===== config.mk =====
export PLATFORM = sky130hd
export DESIGN_NAME = cluster_head_table_merge_unit
export DESIGN_NICKNAME = d
export VERILOG_FILES = /design/src/rtl/core/chtm_pkg.sv /design/src/rtl/core/cluster_head_table_merge_unit.sv
export VERILOG_INCLUDE_DIRS = /design/src /design/src/rtl/core
export SDC_FILE = /design/constraint.sdc
export NUM_CORES = 1
export LEC_CHECK = 0
export ABC_CLOCK_PERIOD_IN_PS = 6100
export BUFFER_PORTS_ARGS = -buffer_cell sky130_fd_sc_hd__buf_2
export CAP_MARGIN = 20
export CORE_ASPECT_RATIO = 0.9
export CORE_MARGIN = 2
export CORE_UTILIZATION = 50
export DETAILED_ROUTE_END_ITERATION = 8
export PLACE_DENSITY = 0.77
export SETUP_SLACK_MARGIN = 0.1
export SYNTH_ARGS = -nofsm -noshare
export SYNTH_HDL_FRONTEND = slang
export SYNTH_SLANG_ARGS = --single-unit

===== constraint.sdc =====
create_clock -name aclk -period 6.1 [get_ports aclk]
set_input_delay 0 -clock aclk [delete_from_list [all_inputs] [get_ports aclk]]
set_output_delay 0 -clock aclk [all_outputs]
set_load 0.01 [all_outputs]

===== src/rtl/core/cluster_head_table_merge_unit_defines.svh =====
// assertion macros for the cluster head table merge unit
`ifndef CLUSTER_HEAD_TABLE_MERGE_UNIT_DEFINES_SVH
`define CLUSTER_HEAD_TABLE_MERGE_UNIT_DEFINES_SVH

// implication checked on every clock edge outside reset
`define CHTM_ASSERT_IMP(label, clk, rstn, pre, post) \
    label: assert property (@(posedge clk) disable iff (!rstn) (pre) |-> (post)) \
        else $error("assertion failed");

// implication checked in the cycle after the antecedent
`define CHTM_ASSERT_NXT(label, clk, rstn, pre, post) \
    label: assert property (@(posedge clk) disable iff (!rstn) (pre) |=> (post)) \
        else $error("assertion failed");

`endif


===== src/rtl/core/chtm_pkg.sv =====
package chtm_pkg;
    localparam int unsigned TableDepthDef = 16;
    localparam int unsigned IdW = 8;
    localparam int unsigned HopW = 8;
    localparam int unsigned StW = 2;
    localparam int unsigned CntW = 5;

    typedef enum logic [1:0] {
        CMD_ENTRY  = 2'd0,
        CMD_INSERT = 2'd1,
        CMD_DUMP   = 2'd2,
        CMD_NONE   = 2'd3
    } cmd_t;

    localparam logic [1:0] KIND_MERGE  = 2'd0;
    localparam logic [1:0] KIND_INSERT = 2'd1;
    localparam logic [1:0] KIND_DUMP   = 2'd2;

    typedef struct packed {
        logic [StW-1:0]  status;
        logic [HopW-1:0] hops;
        logic [IdW-1:0]  id;
    } entry_t;
endpackage


===== src/rtl/core/cluster_head_table_merge_unit.sv =====
// Cluster-head table merge: keeps a table of up to TABLE_DEPTH entries sorted by id.
// A received entry item (command 0) is buffered in the accepting cycle. On the item
// marked last the buffer is merged into the table through a single compare unit, with a
// read and a compare state per walk step, at most local_count + received_count steps,
// and one more read and compare to close the walk, then a copy back through a read and
// a write state per merged entry and a result state. Insert searches the table with a
// read and a compare state per entry and shifts larger entries up with a read and a
// write state per entry. Dump reads and emits one entry at a time while the result side
// is ready. The input is not ready while an item is in progress or while its result
// still waits in the one result register on the output.
`include "cluster_head_table_merge_unit_defines.svh"
module cluster_head_table_merge_unit
    import chtm_pkg::*;
#(
    parameter int unsigned TABLE_DEPTH = chtm_pkg::TableDepthDef
) (
    input  logic        aclk,
    input  logic        aresetn,
    input  logic        cfg_we,
    input  logic [7:0]  cfg_wdata,        // own_node_id
    input  logic        s_tvalid,
    output logic        s_tready,
    // tdata: entry_id[7:0], entry_hops[15:8], entry_status[17:16], zero
    input  logic [23:0] s_tdata,
    // tuser: command[1:0], list_empty[2]
    input  logic [2:0]  s_tuser,
    input  logic        s_tlast,          // entry_last
    output logic        m_tvalid,
    input  logic        m_tready,
    // tdata: out_id[7:0], out_hops[15:8], out_status[17:16], changed[18],
    //        table_count[23:19]
    output logic [23:0] m_tdata,
    // tuser: result_kind[1:0]
    output logic [1:0]  m_tuser,
    output logic        m_tlast           // out_last
);
    localparam int unsigned AW = (TABLE_DEPTH > 1) ? $clog2(TABLE_DEPTH) : 1;
    localparam int unsigned CW = $clog2(TABLE_DEPTH + 1);
    localparam logic [CW-1:0] DepthC = CW'(TABLE_DEPTH);

    typedef enum logic [3:0] {
        ST_IDLE, ST_MRD, ST_MCMP, ST_CPRD, ST_CPWR, ST_IRD, ST_ICMP,
        ST_SHRD, ST_SHWR, ST_IWR, ST_DRD, ST_DOUT, ST_RES
    } state_t;

    state_t state_reg;
    logic [7:0]  own_reg;
    logic [CW-1:0] lcnt_reg, rcnt_reg, i_reg, j_reg, m_reg;
    logic        delta_reg;
    logic [StW-1:0] ist_reg;
    logic        ovalid_reg, olast_reg, ochg_reg;
    logic [1:0]  okind_reg;
    entry_t      oent_reg;
    logic [CW-1:0] ocnt_reg;

    // storage: local table, received buffer, merge scratch
    entry_t ltab [TABLE_DEPTH];
    entry_t rbuf [TABLE_DEPTH];
    entry_t mtab [TABLE_DEPTH];
    entry_t lrd_reg, rrd_reg, mrd_reg;

    logic        lwe, rwe, mwe;
    logic [AW-1:0] lwa, rwa, mwa, lra, rra, mra;
    entry_t      lwd, rwd, mwd;

    always_ff @(posedge aclk) begin
        if (lwe) ltab[lwa] <= lwd;
        if (rwe) rbuf[rwa] <= rwd;
        if (mwe) mtab[mwa] <= mwd;
        lrd_reg <= ltab[lra];
        rrd_reg <= rbuf[rra];
        mrd_reg <= mtab[mra];
    end

    entry_t in_ent;
    logic   s_acc, m_acc, s_empty;
    assign in_ent = '{status: s_tdata[17:16], hops: s_tdata[15:8], id: s_tdata[7:0]};
    assign s_empty = s_tuser[2];
    assign s_tready = (state_reg == ST_IDLE) && !ovalid_reg;
    assign s_acc = s_tvalid && s_tready;
    assign m_acc = m_tvalid && m_tready;

    // merge compare unit
    logic i_more, j_more, take_r, take_l;
    entry_t pick;
    assign i_more = i_reg < lcnt_reg;
    assign j_more = j_reg < rcnt_reg;
    assign take_r = !i_more || (j_more && rrd_reg.id < lrd_reg.id);
    assign take_l = !take_r && (!j_more || rrd_reg.id > lrd_reg.id);
    always_comb begin
        pick = take_r ? rrd_reg : (take_l ? lrd_reg : rrd_reg);
        if (!take_r && !take_l && lrd_reg.hops < rrd_reg.hops) pick.hops = lrd_reg.hops;
    end

    // memory ports
    always_comb begin
        lwe = 1'b0; rwe = 1'b0; mwe = 1'b0;
        lwa = i_reg[AW-1:0]; rwa = rcnt_reg[AW-1:0]; mwa = m_reg[AW-1:0];
        lwd = mrd_reg; rwd = in_ent; mwd = pick;
        lra = i_reg[AW-1:0]; rra = j_reg[AW-1:0]; mra = i_reg[AW-1:0];
        case (state_reg)
            ST_IDLE: rwe = s_acc && s_tuser[1:0] == CMD_ENTRY && !s_empty && rcnt_reg < DepthC;
            ST_MCMP: mwe = (i_more || j_more) && m_reg < DepthC;
            ST_CPWR: lwe = 1'b1;
            ST_SHRD: lra = AW'(i_reg - 1'b1);
            ST_SHWR: begin
                lwe = 1'b1;
                lwd = lrd_reg;
            end
            ST_IWR: begin
                lwe = 1'b1;
                lwd = '{status: ist_reg, hops: '0, id: own_reg};
            end
            default: ;
        endcase
    end

    logic [7:0] hinc;
    assign hinc = (lrd_reg.hops == 8'hFF) ? 8'hFF : lrd_reg.hops + 8'd1;

    // result register load
    logic oload;
    assign oload = (state_reg == ST_DOUT || state_reg == ST_RES) && (!ovalid_reg || m_acc);

    // sequencer and result register
    always_ff @(posedge aclk) begin
        if (!aresetn) begin
            state_reg <= ST_IDLE; own_reg <= '0; lcnt_reg <= '0; rcnt_reg <= '0;
            ovalid_reg <= 1'b0; i_reg <= '0; j_reg <= '0; m_reg <= '0; delta_reg <= 1'b0;
        end else begin
            if (cfg_we) own_reg <= cfg_wdata;
            if (oload) ovalid_reg <= 1'b1;
            else if (m_acc) ovalid_reg <= 1'b0;
            case (state_reg)
                ST_IDLE: if (s_acc) begin
                    i_reg <= '0; j_reg <= '0; m_reg <= '0; delta_reg <= 1'b0;
                    ist_reg <= s_tdata[17:16];
                    case (cmd_t'(s_tuser[1:0]))
                        CMD_ENTRY: begin
                            if (!s_empty && rcnt_reg < DepthC) rcnt_reg <= rcnt_reg + 1'b1;
                            if (s_tlast) state_reg <= ST_MRD;
                        end
                        CMD_INSERT: state_reg <= ST_IRD;
                        CMD_DUMP: if (lcnt_reg != '0) state_reg <= ST_DRD;
                        default: ;
                    endcase
                end
                ST_MRD: state_reg <= ST_MCMP;
                ST_MCMP: begin
                    if (!i_more && !j_more) begin
                        i_reg <= '0; rcnt_reg <= '0;
                        state_reg <= (m_reg == '0) ? ST_RES : ST_CPRD;
                    end else begin
                        if (m_reg < DepthC) m_reg <= m_reg + 1'b1;
                        if (take_r) begin j_reg <= j_reg + 1'b1; delta_reg <= 1'b1; end
                        else if (take_l) begin i_reg <= i_reg + 1'b1; delta_reg <= 1'b1; end
                        else begin i_reg <= i_reg + 1'b1; j_reg <= j_reg + 1'b1; end
                        state_reg <= ST_MRD;
                    end
                end
                ST_CPRD: state_reg <= ST_CPWR;
                ST_CPWR: begin
                    i_reg <= i_reg + 1'b1;
                    state_reg <= (i_reg + 1'b1 == m_reg) ? ST_RES : ST_CPRD;
                end
                ST_IRD: state_reg <= (i_reg < lcnt_reg) ? ST_ICMP : ST_SHRD;
                ST_ICMP: begin
                    if (lrd_reg.id == own_reg) begin
                        state_reg <= ST_RES;
                    end else begin
                        if (lrd_reg.id > own_reg && !delta_reg) begin
                            delta_reg <= 1'b1; j_reg <= i_reg;
                        end
                        i_reg <= i_reg + 1'b1;
                        state_reg <= ST_IRD;
                    end
                end
                ST_SHRD: begin
                    // j_reg holds the slot, lcnt when none larger
                    if (lcnt_reg >= DepthC) state_reg <= ST_RES;
                    else if (!delta_reg) begin j_reg <= lcnt_reg; delta_reg <= 1'b1;
                        i_reg <= lcnt_reg; state_reg <= ST_IWR; end
                    else if (i_reg == j_reg) state_reg <= ST_IWR;
                    else state_reg <= ST_SHWR;
                end
                ST_SHWR: begin i_reg <= i_reg - 1'b1; state_reg <= ST_SHRD; end
                ST_IWR: begin lcnt_reg <= lcnt_reg + 1'b1; m_reg <= lcnt_reg + 1'b1;
                    delta_reg <= 1'b1; state_reg <= ST_RES; end
                ST_DRD: state_reg <= ST_DOUT;
                ST_DOUT: if (!ovalid_reg || m_acc) begin
                    okind_reg <= KIND_DUMP; ochg_reg <= 1'b0;
                    oent_reg <= '{status: lrd_reg.status, hops: hinc, id: lrd_reg.id};
                    ocnt_reg <= lcnt_reg; olast_reg <= (i_reg + 1'b1 == lcnt_reg);
                    i_reg <= i_reg + 1'b1;
                    state_reg <= (i_reg + 1'b1 == lcnt_reg) ? ST_IDLE : ST_DRD;
                end
                ST_RES: if (!ovalid_reg || m_acc) begin
                    oent_reg <= '0; olast_reg <= 1'b1;
                    state_reg <= ST_IDLE;
                end
                default: state_reg <= ST_IDLE;
            endcase
            // result fields for merge and insert
            if (state_reg == ST_MCMP && !i_more && !j_more) begin
                lcnt_reg <= m_reg; okind_reg <= KIND_MERGE; ochg_reg <= delta_reg;
                ocnt_reg <= m_reg;
            end
            if (state_reg == ST_IDLE && s_acc && s_tuser[1:0] == CMD_INSERT) begin
                okind_reg <= KIND_INSERT; ochg_reg <= 1'b0; ocnt_reg <= lcnt_reg;
            end
            if (state_reg == ST_IWR) begin ochg_reg <= 1'b1; ocnt_reg <= lcnt_reg + 1'b1; end
        end
    end

    assign m_tvalid = ovalid_reg;
    assign m_tdata  = {CntW'(ocnt_reg), ochg_reg, oent_reg.status, oent_reg.hops, oent_reg.id};
    assign m_tuser  = okind_reg;
    assign m_tlast  = olast_reg;

    `CHTM_ASSERT_IMP(a_ready_idle, aclk, aresetn, s_tready, state_reg == ST_IDLE)
    `CHTM_ASSERT_IMP(a_cnt_max, aclk, aresetn, 1'b1, lcnt_reg <= DepthC && rcnt_reg <= DepthC)
    `CHTM_ASSERT_NXT(a_hold, aclk, aresetn, m_tvalid && !m_tready, m_tvalid)
endmodule

==> impl_table.tex <==
\begin{tabular}{lr}
\hline
Metric & Value \\
\hline
\multicolumn{2}{l}{\textbf{Worst setup path}} \\
Critical Path End Type & register \\
Required time of the critical path & 6.43 ns \\
Startpoint kind of the worst setup timing path & register \\
Library cell contributing the largest single delay on the critical path & dfxtp\_2 \\
Chain of cells forming the critical path & ha\_1 > nand4\_1 > o21bai\_1 > o32a\_1 > nor3\_1 > nand2\_1 > nor2\_2 > buf\_4 \\
Critical path's top delay family & simple AND/OR/NAND/NOR gates \\
Endpoint of the most critical setup path & mtab[13][17]\$\_DFFE\_PP\_ \\
Buffers \& Inverters on Critical Path & 1 \\
Cell count along the critical path & 8 \\
Start-to-end type of the worst setup path & reg2reg \\
R2R Setup Slk & between 2 and 2.5 ns \\
Max stage delay on crit path & about 0.95 ns \\
RR Endpoint & mtab[13][17]\$\_DFFE\_PP\_ \\
Cells on worst reg2reg path & 8 \\
Worst R2R Start & j\_reg[2]\$\_SDFFE\_PN0P\_ \\
Maximum fanout count along the critical path & 24 \\
Critical path data arrival time & roughly 4.3 ns \\
Timing startpoint of the critical path & j\_reg[2]\$\_SDFFE\_PN0P\_ \\
\multicolumn{2}{l}{\textbf{Logic synthesis}} \\
Top cells by area in the synthesized netlist & edfxtp\_1 (68\%), mux4\_2 (14\%), dfxtp\_1 (4.7\%) \\
Post-Synthesis Mean Instance Area & 19.6 sq um \\
Fraction of synthesis flops using an asynchronous set or reset pin & 0 \\
Cell area after synthesis & a little under 40000 sq um \\
Total number of yosys warnings & 0 \\
Register bit total from synthesis & 986 \\
Post-synth EDFFs & between 800 and 900 \\
Portion of synthesized cell area occupied by the leading cell type & 0.679 \\
Cell variety after synth & between 70 and 80 \\
Post-Synthesis Cells & approximately 2000 \\
Library cell occupying the most area in the post-synthesis netlist & edfxtp\_1 \\
Synth Net Count & $\sim$2100 \\
Sequential element share of the synthesized area & 0.726 \\
Leading register cell type out of synthesis & edfxtp\_1 \\
\multicolumn{2}{l}{\textbf{Pwr}} \\
Leakage power total & $\sim$15 nW \\
Worst vdd rail ir drop & 280 uV \\
Portion of total power attributed to combinational logic & 0.191 \\
Share of power burned in registers & 0.490 \\
Fraction of power consumed by the clock network & 0.320 \\
Net switching fraction of the power & 0.279 \\
Net switching power & approximately 0.0050 W \\
Int Pwr & 0.0128 W \\
Pwr dens & 396 nW/um\^{}2 \\
\multicolumn{2}{l}{\textbf{Drt}} \\
Total vias in the final route & around 20000 \\
Drt total wl & $\sim$90000 um \\
Detailed-route vias per instance & around 6.2 \\
Antenna Violating Nets Remaining & 0 \\
DRC violation total after the first TritonRoute iteration & around 2500 \\
DRC Markers & 0 \\
First-pass iteration count of the detailed router & 8 \\
Wire per inst & 27.3 um \\
\multicolumn{2}{l}{\textbf{Global routing}} \\
Grt met1 use & 0.314 \\
Met3 Resource Use GR & 0.0584 \\
Initial antenna violation count & 3 \\
Overall fraction of global-route tracks in use & 0.224 \\
Met2 routing resource usage after global routing & 0.352 \\
Global-route wire length before repair & approximately 130000 um \\
Aggregate global routing overflow & 0 \\
Number of global-route vias before repair & between 20000 and 25000 \\
Pin count of the biggest net entering global routing & 76 \\
Top Usage Layer GRT & met2 \\
\multicolumn{2}{l}{\textbf{Clock network}} \\
Number of sinks driven by the clock tree & 986 \\
Root Driver & clkbuf\_16 \\
CTS H-tree lvls & 3 \\
Clock tree from TritonCTS & built \\
Clock-pin transition on the worst setup and hold timing paths & $\sim$0.070 ns \\
CTS resizes & 0 \\
CTS Buf Count & slightly above 90 \\
Clk buf depth & 3 \\
Skew-Pair Late Insertion Delay & between 0.6 and 0.7 ns \\
\multicolumn{2}{l}{\textbf{STA}} \\
Slack of the critical path & between 2 and 2.5 ns \\
Summed negative setup slack over all endpoints & 0 ns \\
Worst slack on hold paths & between 0.02 and 0.03 ns \\
Relative slew slack & 0.232 \\
Crit path time final & between 3 and 4 ns \\
Final hold vios & 0 \\
Setup violators final & 0 \\
Worst-margin pin slew & approximately 1.2 ns \\
Post-route clock period utilization & 0.647 \\
Total count of max-transition violations in the final report & 0 \\
Achievable Freq & $\sim$250 MHz \\
Setup repair after global routing missed its margin & no \\
Worst clock skew on the final layout & between 0.02 and 0.03 ns \\
\multicolumn{2}{l}{\textbf{Placed design}} \\
Worst setup timing slack at the placement stage & 2.06 ns \\
GP Congestion & a little under 0.9 \\
Port Buf Inserts & 63 \\
Cell total after placement & about 3000 \\
Final HPWL DP & 52000 um \\
\multicolumn{2}{l}{\textbf{Final layout}} \\
NumNets Final & roughly 2300 \\
Commonest non-fill, non-tap cells in the layout & edfxtp\_1 (893), mux4\_2 (237), nand2\_1 (101), clkbuf\_16 (94), dfxtp\_1 (85) \\
Fraction of final layout cells sized beyond drive strength 1 & 0.269 \\
Final non-filler cell total & between 3000 and 4000 \\
Layout area overhead & 14.0\% \\
Biggest registers after layout & ltab: 288 flops, mtab: 288 flops, rbuf: 288 flops \\
Utilization after layout & 0.577 \\
Leading cell type in the layout, fill and taps excluded & edfxtp\_1 \\
\multicolumn{2}{l}{\textbf{Floorplanning}} \\
Die width & about 300 um \\
Number of placement rows & 97 \\
Initial core utilization & 0.506 \\
IO Pins & 70 \\
Vertical extent of the die & between 200 and 300 um \\
DIE AREA & around 81000 sq um \\
Placeable core area & 78000 sq um \\
\multicolumn{2}{l}{\textbf{Min path}} \\
Worst hold path type & in2reg \\
\multicolumn{2}{l}{\textbf{Job}} \\
Max-capacitance violation count & 0 \\
\multicolumn{2}{l}{\textbf{Status}} \\
Result of the run & complete, no violations \\
\hline
\end{tabular}
[layer usage]
metal | vias to the layer above | part of all wire
met3 | 166 | 0.099
met4 | 0 | 0.024
met5 | - | 0
met2 | 1019 | 0.48
li1 | 8576 | -
met1 | 10600 | 0.40
[worst min path at each step]
stage	start	endpoint	cells past startpoint
2_1_floorplan	s_tdata[16]	ist_reg[0]$_DFFE_PP_	0
3_3_place_gp	cfg_wdata[7]	own_reg[7]$_SDFFE_PN0P_	3
3_5_place_dp	cfg_wdata[7]	own_reg[7]$_SDFFE_PN0P_	3
4_1_cts	s_tuser[1]	m_tuser[0]$_SDFFCE_PP1P_	4
5_1_grt	s_tuser[1]	m_tuser[0]$_SDFFCE_PP1P_	4
6_report	s_tuser[1]	m_tuser[0]$_SDFFCE_PP1P_	4
[worst register-to-register path, cell delays in order, from the launching register on]
cell and delay, ns:
dfxtp_2 0.95, ha_1 0.40, nand4_1 0.10, o21bai_1 0.13, o32a_1 0.32, nor3_1 0.40
nand2_1 0.27, nor2_2 0.66, buf_4 0.39
[what timing repair did]
| action | 4_1_cts | 5_1_grt |
|---|---|---|
| hold endpoints to repair | 318 | 0 |
| buffers inserted | 0 | 0 |
| hold buffers | 40 | 0 |
[cell usage after synthesis, drive strengths merged, types with 9 or more instances]
cell type / count
a211oi: 9
a21oi: 37
and2: 10
buf: 42
clkbuf: 65
dfxtp: 93
edfxtp: 893
ha: 53
inv: 48
mux2: 10
mux2i: 24
mux4: 270
nand2: 101
nand3: 22
nand3b: 10
nor2: 87
nor2b: 12
nor3: 35
nor4: 12
o21ai: 43
xnor2: 19
xor2: 13
[kinds of logic (layout without fill, tap and decap cells)]
group,after synthesis,in the layout,share of synthesized area
flip-flops,986,986,0.726
adder cells (fa/ha/maj),53,53,0.0168
AO/OA/AOI/OAI,149,149,0.0251
XOR/XNOR,32,32,0.00757
AND/OR/NAND/NOR,333,333,0.0409
buffers and inverters,155,408,0.0171
multiplexers,304,304,0.166
other,0,2,0
[power by group through the flow]
| stage | clock network (W) | logic (W) | registers [W] |
|---|---|---|---|
| after global routing | 0.00603 | 0.00369 | 0.00874 |
| final | 0.00569 | 0.00340 | 0.00872 |
| after detailed placement | 0 | 0.00333 | 0.00886 |
| after global placement | 0 | 0.00319 | 0.00884 |
| after CTS | 0.00577 | 0.00338 | 0.00872 |
| after floorplan | 0 | 0.00230 | 0.00863 |
[cell type report]
| class | count | area [sq um] |
|---|---|---|
| clock buffer | 130 | 2580 |
| clock inverter | 45 | 452 |
| inverter | 48 | 180 |
| fill | 5496 | 33000 |
| timing repair buffer | 185 | 1420 |
| tap | 1039 | 1300 |
| multi-input combinational | 871 | 10400 |
| sequential | 986 | 28700 |
| antenna | 2 | 5.00 |
[through the flow]
| stage | total power (W) | instance area [sq um] |
|---|---|---|
| floorplan | 0.0109 | 39500 |
| global placement | 0.0120 | 41500 |
| detailed placement | 0.0122 | 41500 |
| CTS | 0.0179 | 44900 |
| global route | 0.0185 | 45000 |
| finish | 0.0178 | 45000 |
Power figures use the tool's default switching activity.
